<file path="src/hdl/qph_pkg.sv">
// Package for the quadratic-probe hash table: state encoding, status codes,
// register indexes and FNV-1a constants. No dependencies.
package qph_pkg;
   localparam logic [63:0] FNV_OFFSET = 64'hCBF29CE484222325;
   localparam logic [63:0] FNV_PRIME  = 64'h00000100000001B3;

   localparam logic [1:0] ST_OK        = 2'd0;
   localparam logic [1:0] ST_NOT_FOUND = 2'd1;
   localparam logic [1:0] ST_FULL      = 2'd2;

   localparam logic OP_LOOKUP = 1'b0;
   localparam logic OP_INSERT = 1'b1;

   localparam logic REG_TABLE_SLOTS = 1'b0;
   localparam logic REG_KEY_BYTES   = 1'b1;

   localparam int TS_WIDTH = 11;
   localparam int KB_WIDTH = 4;

   typedef enum logic [3:0] {
      S_CLEAR, S_IDLE, S_HASH_MUL, S_HASH_ACC, S_MOD, S_ADDR, S_READ,
      S_WAIT, S_CHECK, S_DONE
   } state_type;
endpackage

</file>
<file path="src/hdl/qph_mod.sv">
// Restoring bit-serial remainder of a 64-bit value by an 11-bit modulus,
// one bit per cycle. Uses qph_pkg.
module qph_mod (
   input  logic        clock,
   input  logic        reset,
   input  logic        start,
   input  logic [63:0] dividend,
   input  logic [10:0] modulus,
   output logic        done,
   output logic [10:0] remainder
);
   import qph_pkg::*;

   logic [63:0] sh_ff, sh_in;
   logic [11:0] rem_ff, rem_in;
   logic [6:0]  cnt_ff, cnt_in;
   logic        run_ff, run_in;
   logic [11:0] t;

   assign t = {rem_ff[10:0], sh_ff[63]};
   always_comb begin
      sh_in = sh_ff; rem_in = rem_ff; cnt_in = cnt_ff; run_in = run_ff; done = 1'b0;
      if (start) begin
         sh_in = dividend; rem_in = '0; cnt_in = '0; run_in = 1'b1;
      end else if (run_ff) begin
         rem_in = (t >= {1'b0, modulus}) ? t - {1'b0, modulus} : t;
         sh_in = {sh_ff[62:0], 1'b0};
         cnt_in = cnt_ff + 7'd1;
         if (cnt_ff == 7'd63) begin
            run_in = 1'b0; done = 1'b1;
         end
      end
   end
   assign remainder = rem_in[10:0];

   always_ff @(posedge clock) begin
      if (reset) begin
         run_ff <= 1'b0; cnt_ff <= '0;
      end else begin
         run_ff <= run_in; cnt_ff <= cnt_in;
      end
      sh_ff <= sh_in; rem_ff <= rem_in;
   end
endmodule

</file>
<file path="config.mk">
export PLATFORM = sky130hd
export DESIGN_NAME = qph_mod
export DESIGN_NICKNAME = d
export VERILOG_FILES = /design/src/hdl/qph_pkg.sv /design/src/hdl/qph_mod.sv
export SDC_FILE = /design/constraint.sdc
export NUM_CORES = 1
export LEC_CHECK = 0
export BUFFER_PORTS_ARGS = -buffer_cell sky130_fd_sc_hd__buf_4
export CORE_UTILIZATION = 45
export CTS_CLUSTER_SIZE = 30
export DETAILED_ROUTE_END_ITERATION = 8
export PLACE_DENSITY = 0.8
export SYNTH_ARGS = -nofsm -noshare
export SYNTH_HDL_FRONTEND = slang
export SYNTH_SLANG_ARGS = --single-unit
</file>
<file path="constraint.sdc">
create_clock -name clock -period 2.39 [get_ports clock]
set_input_delay 0.1195 -clock clock [delete_from_list [all_inputs] [get_ports clock]]
set_output_delay 0.1195 -clock clock [all_outputs]
set_load 0.01 [all_outputs]
</file>
==> summary.txt <==
Run status
  – Outcome: finished with violations
  – Failing checks: design-rule violations, negative setup slack

Power
  – Peak VDD IR: 0.3833 mV
  – PD cells: 646.5 mW/mm^2
  – Leakage power: 0.002214 uW

Min path
  – Hold crit path type: in -> reg

Timing
  – Setup violators final: 12
  – Slew Viols, Final: 0
  – Clk_skew: 12.98 ps
  – Max Freq: 0.3583 GHz
  – Worst Tran Pin Value: 790.3 ps
  – RSZ-0062 raised after global routing: true
  – Setup_tns: -3863 ps
  – WHS: 52.86 ps
  – Relative slew slack: 0.4595
  – Post-route clock period utilization: 1.168
  – Final setup margin: -401.1 ps
  – Final hold violations: 0
  – Fin crit period: 2791 ps

Floorplan
  – Core outline area: 0.008806 mm^2
  – Starting Density: 0.4676
  – Rows: 34
  – Io pins: 90
  – Chip width: 97.66 um
  – Die ar.: 0.009537 mm^2
  – DIE HEIGHT: 97.66 um

Logic synthesis
  – Synth Register Bits: 83
  – Syn Std Cell Area: 0.004118 mm^2
  – Post-synthesis cell type count: 48
  – Syn nets: 399
  – Syn_area_per_cell: 13.37 um^2
  – Seq/Total Area, Yosys: 0.5591
  – Ys async rst share: 0
  – Post-Syn Instances: 308
  – Top_reg_cell synth: edfxtp_1
  – Synthesis Warnings: 0
  – Post-synth EDFFs: 64

Layout
  – Multi-input logic area: 0.001775 mm^2
  – Filler cells: 681
  – Ant. Diodes: 0
  – Most frequent cells in the layout: buf_4 (109), edfxtp_1 (64), mux2_2 (63)
  – Commonest non-fill, non-tap cell in the layout: buf_4
  – Register area: 0.002302 mm^2
  – Final core occ: 0.6154
  – Fraction of layout cells with a size suffix above 1: 0.5152
  – Area grow syn2layout: 31.60%
  – Fin cells: 535
  – Final net count: 514

Global route
  – Total GRT Usage: 0.1896
  – Number of global-route vias before repair: 2,996
  – First-pass GRT wire length: 14,060 um
  – Number of antenna violations at the first check in global routing: 0
  – Pin count of the biggest net entering global routing: 65
  – GRT overflow: 0

Detailed routing
  – DR vias: 2,874
  – WL met1: 3659 um
  – Post-DRT Antenna Nets: 0
  – Metal2 WL: 4202 um
  – Top sig layer: met4
  – Met3 routed WL: 541 um
  – DRC: 10
  – Total iterations of the first detailed-routing run: 6
  – Routed wire per std cell: 15.94 um
  – Post-Route WL: 8529 um
  – Routed vias/inst: 5.372
  – 1st-iter DRT viols: 85

Worst setup path
  – Startpoint Class: register
  – Worst setup EP type: output pin
  – Crit path DAT: 2670 ps
  – Crit-path max FO: 3
  – Crit Path Class: reg -> out
  – Worst endpoint required time: 2270 ps

Place
  – DP Wirelength: 5743 um
  – DP Cell Count: 510
  – PortBufs: 89
  – Gpl congestion: 0.8582

CTS
  – Total CTS buffers: 9
  – Clock transition at path regs: 90 ps
  – Root Driver: clkbuf_8
  – Htree depth: 3
  – CTS tree: yes
  – CTS Buffer Depth: 2
  – Latest clock arrival within the worst-skew pair: 350 ps
  – Clock Sink Count: 83

Job
  – Max-cap viol count: 0
[cell usage after synthesis, types with 4 or more instances]
| cell | number | share of area |
|---|---|---|
| ha_1 | 12 | 0.036 |
| nor2_1 | 18 | 0.016 |
| o21ai_0 | 9 | 0.011 |
| mux2i_1 | 8 | 0.019 |
| dfxtp_1 | 19 | 0.092 |
| xnor2_1 | 5 | 0.011 |
| a211oi_1 | 7 | 0.013 |
| edfxtp_1 | 64 | 0.47 |
| buf_1 | 7 | 0.0064 |
| inv_1 | 19 | 0.017 |
| mux2_2 | 64 | 0.18 |
| nand4_1 | 5 | 0.0076 |
| xor2_1 | 5 | 0.011 |
| a21oi_1 | 6 | 0.0073 |
| nand2b_1 | 5 | 0.0076 |
| clkbuf_1 | 4 | 0.0036 |
| a32oi_1 | 4 | 0.0085 |
| nand2_1 | 7 | 0.0064 |
[layout make-up]
type / instances / share of cell area
repair buffers: 118 / 0.1695
inverters: 19 / 0.01385
well taps: 108 / 0.02494
clock inverters: 6 / 0.01639
clock buffers: 9 / 0.02286
multi-input cells: 192 / 0.3276
flip-flops and latches: 83 / 0.4248
[stage by stage]
| step | total power, uW | instance area (um^2) | setup slack (ps) |
|---|---|---|---|
| after floorplan | 2130 | 4126 | 87.85 |
| after global placement | 2339 | 5006 | -76.15 |
| after detailed placement | 2362 | 5006 | -116.6 |
| after CTS | 3539 | 5404 | -400.7 |
| after global routing | 3656 | 5419 | -523.2 |
| final | 3503 | 5419 | -401.1 |
[registers in the layout, indices dropped and copies added (netlist names)]
name and count:
rem_ff 11, sh_ff 64, cnt_ff 7, run_ff 1
[worst max-delay path: stages, from the launching register on]
cell	delay [ps]
edfxtp_1	350
inv_2	50
ha_4	150
fa_2	330
nand2b_4	150
o2bb2ai_4	140
buf_4	150
o221ai_1	340
mux2i_1	140
a211o_2	320
nand2_2	70
buf_6	100
[worst paths after layout]
kind	slack [ps]	to	depth (start not counted)	from
max	-400	remainder[10]	11	sh_ff[63]$_DFFE_PP_
min	50	sh_ff[0]$_SDFFCE_PN0P_	2	dividend[0]
max reg2reg	-270	rem_ff[5]$_DFF_P_	15	sh_ff[63]$_DFFE_PP_
min reg2reg	510	cnt_ff[5]$_SDFFE_PP0P_	2	cnt_ff[5]$_SDFFE_PP0P_
[per-layer routing]
layer	track usage	vias to the layer above
met4	0.07692	0
met2	0.3104	93
li1	-	1389
met1	0.2345	1379
met3	0.05612	13
met5	0	-
[power breakdown]
group	leakage [uW]	internal (uW)	switching, uW
Combinational	0.00131	350	284
Sequential	0.000799	1710	43.6
Clock	0.000104	587	525
[logic make-up after synthesis]
family                     share of synthesized area
DFF                                           0.5591
muxes                                         0.1945
and+or+nand+nor                              0.06868
AOI/OAI and AO/OA                            0.07992
buffers and inverters                        0.03525
adders and majority gates                    0.04132
xor gates and xnor gates                     0.02127
[repair_timing]
| action | 4_1_cts | 5_1_grt |
|---|---|---|
| pin swaps | 12 | 2 |
| hold buffers | 1 | 0 |
| endpoints found under the hold margin | 1 | 0 |
| setup endpoints to repair | 11 | 13 |
| buffers inserted | 7 | 1 |
| cloned | 1 | 0 |
| gates resized for setup | 24 | 3 |
Power figures use the tool's default switching activity.
