File: config.mk
export PLATFORM = sky130hd
export DESIGN_NAME = qph_hash
export DESIGN_NICKNAME = d
export VERILOG_FILES = /design/src/hdl/qph_pkg.sv /design/src/hdl/qph_hash.sv
export SDC_FILE = /design/constraint.sdc
export NUM_CORES = 1
export LEC_CHECK = 0
export ABC_AREA = 1
export BUFFER_PORTS_ARGS = -buffer_cell sky130_fd_sc_hd__buf_4
export CAP_MARGIN = 30
export CELL_PAD_IN_SITES_DETAIL_PLACEMENT = 2
export CELL_PAD_IN_SITES_GLOBAL_PLACEMENT = 2
export CORE_MARGIN = 2
export CORE_UTILIZATION = 30
export CTS_CLUSTER_DIAMETER = 150
export DETAILED_ROUTE_END_ITERATION = 16
export PLACE_DENSITY_LB_ADDON = 0.1
export SYNTH_ARGS = -nofsm -noshare
export SYNTH_HDL_FRONTEND = slang
export SYNTH_SLANG_ARGS = --single-unit
File: constraint.sdc
create_clock -name clock -period 8 [get_ports clock]
set_input_delay 0.4 -clock clock [delete_from_list [all_inputs] [get_ports clock]]
set_output_delay 0.4 -clock clock [all_outputs]
set_load 0.01 [all_outputs]
File: src/hdl/qph_pkg.sv
// Package for the quadratic-probe hash table: state encoding, status codes,
// register indexes and FNV-1a constants. No dependencies.
package qph_pkg;
   localparam logic [63:0] FNV_OFFSET = 64'hCBF29CE484222325;
   localparam logic [63:0] FNV_PRIME  = 64'h00000100000001B3;

   localparam logic [1:0] ST_OK        = 2'd0;
   localparam logic [1:0] ST_NOT_FOUND = 2'd1;
   localparam logic [1:0] ST_FULL      = 2'd2;

   localparam logic OP_LOOKUP = 1'b0;
   localparam logic OP_INSERT = 1'b1;

   localparam logic REG_TABLE_SLOTS = 1'b0;
   localparam logic REG_KEY_BYTES   = 1'b1;

   localparam int TS_WIDTH = 11;
   localparam int KB_WIDTH = 4;

   typedef enum logic [3:0] {
      S_CLEAR, S_IDLE, S_HASH_MUL, S_HASH_ACC, S_MOD, S_ADDR, S_READ,
      S_WAIT, S_CHECK, S_DONE
   } state_type;
endpackage

File: src/hdl/qph_hash.sv
// Iterative FNV-1a hash, one byte at a time; the 64x64 multiply is built from
// three 32x32 partial products (high-by-high falls above bit 63). Uses qph_pkg.
module qph_hash (
   input  logic        clock,
   input  logic        reset,
   input  logic        start,
   input  logic [63:0] key,
   input  logic [3:0]  nbytes,
   output logic        done,
   output logic [63:0] hash
);
   import qph_pkg::*;

   logic [63:0] h_ff, h_in;
   logic [63:0] acc_ff, acc_in;
   logic [3:0]  cnt_ff, cnt_in;
   logic [1:0]  ph_ff, ph_in;
   logic        run_ff, run_in;
   logic [63:0] x;
   logic [31:0] a_op, b_op;
   logic [63:0] prod;
   logic [63:0] kshift;

   assign kshift = key >> {cnt_ff[2:0], 3'b000};
   assign x = h_ff ^ {56'd0, kshift[7:0]};
   always_comb begin
      unique case (ph_ff)
         2'd0: begin a_op = x[31:0];  b_op = FNV_PRIME[31:0];  end
         2'd1: begin a_op = x[31:0];  b_op = FNV_PRIME[63:32]; end
         2'd2: begin a_op = x[63:32]; b_op = FNV_PRIME[31:0];  end
         default: begin a_op = x[63:32]; b_op = FNV_PRIME[63:32]; end
      endcase
   end
   assign prod = a_op * b_op;

   always_comb begin
      h_in = h_ff; acc_in = acc_ff; cnt_in = cnt_ff; ph_in = ph_ff; run_in = run_ff;
      done = 1'b0;
      if (start) begin
         h_in = FNV_OFFSET; acc_in = '0; cnt_in = '0; ph_in = '0; run_in = 1'b1;
      end else if (run_ff) begin
         unique case (ph_ff)
            2'd0: acc_in = prod;
            2'd1: acc_in = acc_ff + {prod[31:0], 32'd0};
            2'd2: acc_in = acc_ff + {prod[31:0], 32'd0};
            default: acc_in = acc_ff;
         endcase
         ph_in = ph_ff + 2'd1;
         if (ph_ff == 2'd2) begin
            ph_in = 2'd0;
            h_in = acc_in;
            cnt_in = cnt_ff + 4'd1;
            if (cnt_ff + 4'd1 >= nbytes) begin
               run_in = 1'b0;
               done = 1'b1;
            end
         end
      end
   end
   assign hash = acc_in;

   always_ff @(posedge clock) begin
      if (reset) begin
         run_ff <= 1'b0; ph_ff <= '0; cnt_ff <= '0;
      end else begin
         run_ff <= run_in; ph_ff <= ph_in; cnt_ff <= cnt_in;
      end
      h_ff <= h_in; acc_ff <= acc_in;
   end
endmodule

==> results_tabular.tex <==
\begin{tabular}{lr}
\hline
Metric & Value \\
\hline
\multicolumn{2}{l}{\textbf{Synthesis}} \\
Most common flop cell mapped by yosys & sky130\_fd\_sc\_hd\_\_dfxtp\_1 \\
Post-synthesis sequential area ratio & 17.2\% \\
Fraction of registers with async set/reset & 0\% \\
Post-Synthesis Net Count & 2703 \\
Average size of a mapped cell & 6.69 um2 \\
Warnings, synthesis & 0 \\
Cell area after synthesis & 15700 um2 \\
Syn Inst Count & 2350 \\
Synth cell types & 44 \\
Number of enable flip-flop cells after synthesis & 0 \\
Flip-flop and latch count after synthesis & 135 \\
\multicolumn{2}{l}{\textbf{Routing}} \\
Initial DRC Count & 702 \\
Routed wire length on met3 & 2590 um \\
DR top layer & met4 \\
Routed via count & 16.5k \\
Detailed-routing iteration count for the pre-antenna-repair pass & 5 \\
Via density & 5.11 \\
ANT nets after route & 0 \\
Wire length the detailed router placed on met1 & 35000 um \\
Met2 WL & 34600 um \\
Detail-routed net length per standard cell & 22.8 um \\
Residual DRC & 0 \\
Aggregate routed wire length & 73500 um \\
\multicolumn{2}{l}{\textbf{Finish}} \\
Leading cell type in the layout, fill and taps excluded & sky130\_fd\_sc\_hd\_\_inv\_1 \\
Share of post-route cells with drive strength above 1 & 23.0\% \\
Commonest cells after routing, fill and taps aside & 488 x sky130\_fd\_sc\_hd\_\_inv\_1, 394 x sky130\_fd\_sc\_hd\_\_nand2\_1, 220 x sky130\_fd\_sc\_hd\_\_buf\_4, 171 x sky130\_fd\_sc\_hd\_\_nor2\_1, 166 x sky130\_fd\_sc\_hd\_\_o21ai\_0 \\
Sequential standard cell area & 2710 um2 \\
Footprint of the multi-input gates & 12400 um2 \\
Final Net Count & 2885 \\
Post-layout utilization of the core & 39.6\% \\
Number of filler cells placed in the layout & 6032 \\
Finished Layout Cells & 3227 \\
Syn-to-layout area delta & 30.1\% \\
\multicolumn{2}{l}{\textbf{Timing}} \\
Max-slew violation count & 0 \\
Unrepaired setup endpoints after global routing & yes \\
Number of hold violations in the final report & 0 \\
Worst-case clock skew & 0.0178 ns \\
Relative max-transition margin & 32.1\% \\
Final min period & 7.72 ns \\
Final cycle utilization of the critical path & 96.5\% \\
Final setup violating endpoints & 0 \\
Upper clock frequency limit & 130 MHz \\
Slack of the critical path & 0.280 ns \\
Slew at the pin closest to its max-slew limit & 1.02 ns \\
Worst hold margin & 0.0600 ns \\
\multicolumn{2}{l}{\textbf{CTS}} \\
Worst-skew pair later-pin latency & 0.50 ns \\
Clock tree from TritonCTS & built \\
Clock Path Buffers & 2 \\
TritonCTS Buffers & 17 \\
CTS root buffer & sky130\_fd\_sc\_hd\_\_clkbuf\_16 \\
Hold Buf Count CTS & 0 \\
Post-CTS clock slew at the launch and capture registers of the worst setup and hold paths & 0.07 ns \\
Clock net sink count & 135 \\
Number of H-tree branching levels & 4 \\
\multicolumn{2}{l}{\textbf{Place}} \\
Number of placed instances with taps included & 3149 \\
Half-perimeter wire length after detailed placement & 57300 um \\
Final weighted congestion in routability-driven placement & 0.899 \\
Quantity of I/O buffers inserted on ports & 135 \\
DP Worst Slack & -0.0400 ns \\
\multicolumn{2}{l}{\textbf{Min path}} \\
Number of stages on the worst hold path & 2 \\
Worst min-delay path category & input pin to register \\
\multicolumn{2}{l}{\textbf{Worst setup path}} \\
Maximum fanout count along the critical path & 4 \\
Worst setup EP type & primary output \\
Worst Reg2Reg Path Length in Cells & 40 \\
CP max stage delay & 0.54 ns \\
Slowest stage cell on the critical path & sky130\_fd\_sc\_hd\_\_fa\_1 \\
Required arrival time at the worst endpoint & 7.60 ns \\
Library cell appearing most often on the critical path & sky130\_fd\_sc\_hd\_\_nand2\_1 \\
Nature of the critical path startpoint & register \\
Arrival time of data at the critical path endpoint & 7.32 ns \\
Classification of the worst setup path & register to primary output \\
\multicolumn{2}{l}{\textbf{GRT}} \\
Maximum number of pins on one net before global-route repair & 78 \\
Number of global-route vias before repair & 17.9k \\
Overall fraction of global-route tracks in use & 27.1\% \\
Grt total ovfl & 0 \\
First-pass GRT wire length & 109000 um \\
Number of antenna violations at the first check in global routing & 3 \\
\multicolumn{2}{l}{\textbf{Floorplan}} \\
I/O pin count & 136 \\
Vertical die dimension & 233 um \\
Die outline width & 233 um \\
Core footprint & 51600 um2 \\
Num rows & 83 \\
Overall die area & 54300 um2 \\
Effective utilization at floorplan & 30.5\% \\
\multicolumn{2}{l}{\textbf{Status}} \\
Run status & complete, no violations \\
\multicolumn{2}{l}{\textbf{Job}} \\
Max-capacitance violation count & 0 \\
\hline
\end{tabular}
[layout make-up]
cell class,count,share of cell area [%]
Timing Repair Buffer,234,9.40
Sequential cell,135,13.3
Antenna cell,2,0.0245
Clock buffer,20,2.28
Inverter,503,9.30
Tap cell,680,4.16
Multi-Input combinational cell,1641,60.8
Clock inverter,12,0.813
[what timing repair did]
| item | 4_1_cts | 5_1_grt |
|---|---|---|
| buffers inserted | 14 | 27 |
| cloned | 3 | 0 |
| pin swaps | 19 | 70 |
| gates resized for setup | 147 | 259 |
| setup endpoints to repair | 17 | 24 |
[synth_stat cells (5+ instances only)]
cell                       count  share of area (%)
sky130_fd_sc_hd__xor2_1       22                1.2
sky130_fd_sc_hd__xnor2_1       9               0.50
sky130_fd_sc_hd__nand2_1     436                 10
sky130_fd_sc_hd__a21oi_1     191                6.1
sky130_fd_sc_hd__nand4_1      11               0.44
sky130_fd_sc_hd__nand3_1      88                2.8
sky130_fd_sc_hd__o22ai_1      17               0.68
sky130_fd_sc_hd__buf_2        13               0.41
sky130_fd_sc_hd__o21ai_0     215                6.8
sky130_fd_sc_hd__or2_2        17               0.68
sky130_fd_sc_hd__nand3b_1      6               0.29
sky130_fd_sc_hd__fa_1        116                 15
sky130_fd_sc_hd__nor2_1      219                5.2
sky130_fd_sc_hd__dfxtp_1     135                 17
sky130_fd_sc_hd__o21ai_1      13               0.41
sky130_fd_sc_hd__inv_1       498                 12
sky130_fd_sc_hd__ha_1        166                 13
sky130_fd_sc_hd__nand2_2      13               0.52
sky130_fd_sc_hd__buf_1         5               0.12
sky130_fd_sc_hd__nand3_2       5               0.32
sky130_fd_sc_hd__o221ai_1      6               0.33
sky130_fd_sc_hd__o211ai_1     19               0.91
sky130_fd_sc_hd__nor3_1       15               0.48
sky130_fd_sc_hd__o21bai_1      9               0.43
sky130_fd_sc_hd__and2_1       10               0.40
sky130_fd_sc_hd__clkbuf_1     52                1.2
sky130_fd_sc_hd__a21o_1        6               0.29
[per-layer routing]
layer | up-vias | track usage [%]
li1 | 7744 | -
met5 | - | 0
met4 | 0 | 6.93
met3 | 66 | 3.75
met2 | 241 | 44.5
met1 | 8445 | 37.2
[logic make-up (layout without fill, tap and decap cells)]
logic type,count (synthesis),in the layout,synth area share [%]
AOI/OAI and AO/OA,495,495,17.0
xor gates and xnor gates,35,35,2.14
adders and majority gates,282,282,28.0
buffers and inverters,574,769,13.8
DFF,135,135,17.2
other,0,2,0
and+or+nand+nor,829,829,21.9
[per-stage QoR]
step / TNS, ns / cell area [um2]
detailed placement: -0.0740 / 17700
global placement: 0 / 17700
floorplan: 0 / 15700
global route: -1.28 / 20500
CTS: -0.0119 / 19100
finish: 0 / 20500
[critical path: cells and delay by family, from the launching register on]
kind                       cells  cell delay (ns)
AOI/OAI and AO/OA              4             0.38
xor gates and xnor gates       2             0.24
adders and majority gates      6             2.53
buffers and inverters         13             1.30
DFF                            1             0.37
and+or+nand+nor               20             1.99
[sequential cells by signal, indices dropped and copies added, names as in the netlist]
signal,cells
cnt_ff,4
acc_ff,64
run_ff,1
h_ff,64
ph_ff,2
[worst paths after layout]
check / start / slack, ns / end
setup reg to reg: cnt_ff[1] / 1.17 / h_ff[61]
hold / removal: reset / 0.06 / run_ff
setup / recovery: cnt_ff[1] / 0.28 / hash[63]
hold reg to reg: h_ff[55] / 0.47 / h_ff[55]
Power is not shown: default switching activity piles up to over one toggle a cycle in this logic, so the estimate is an artifact.
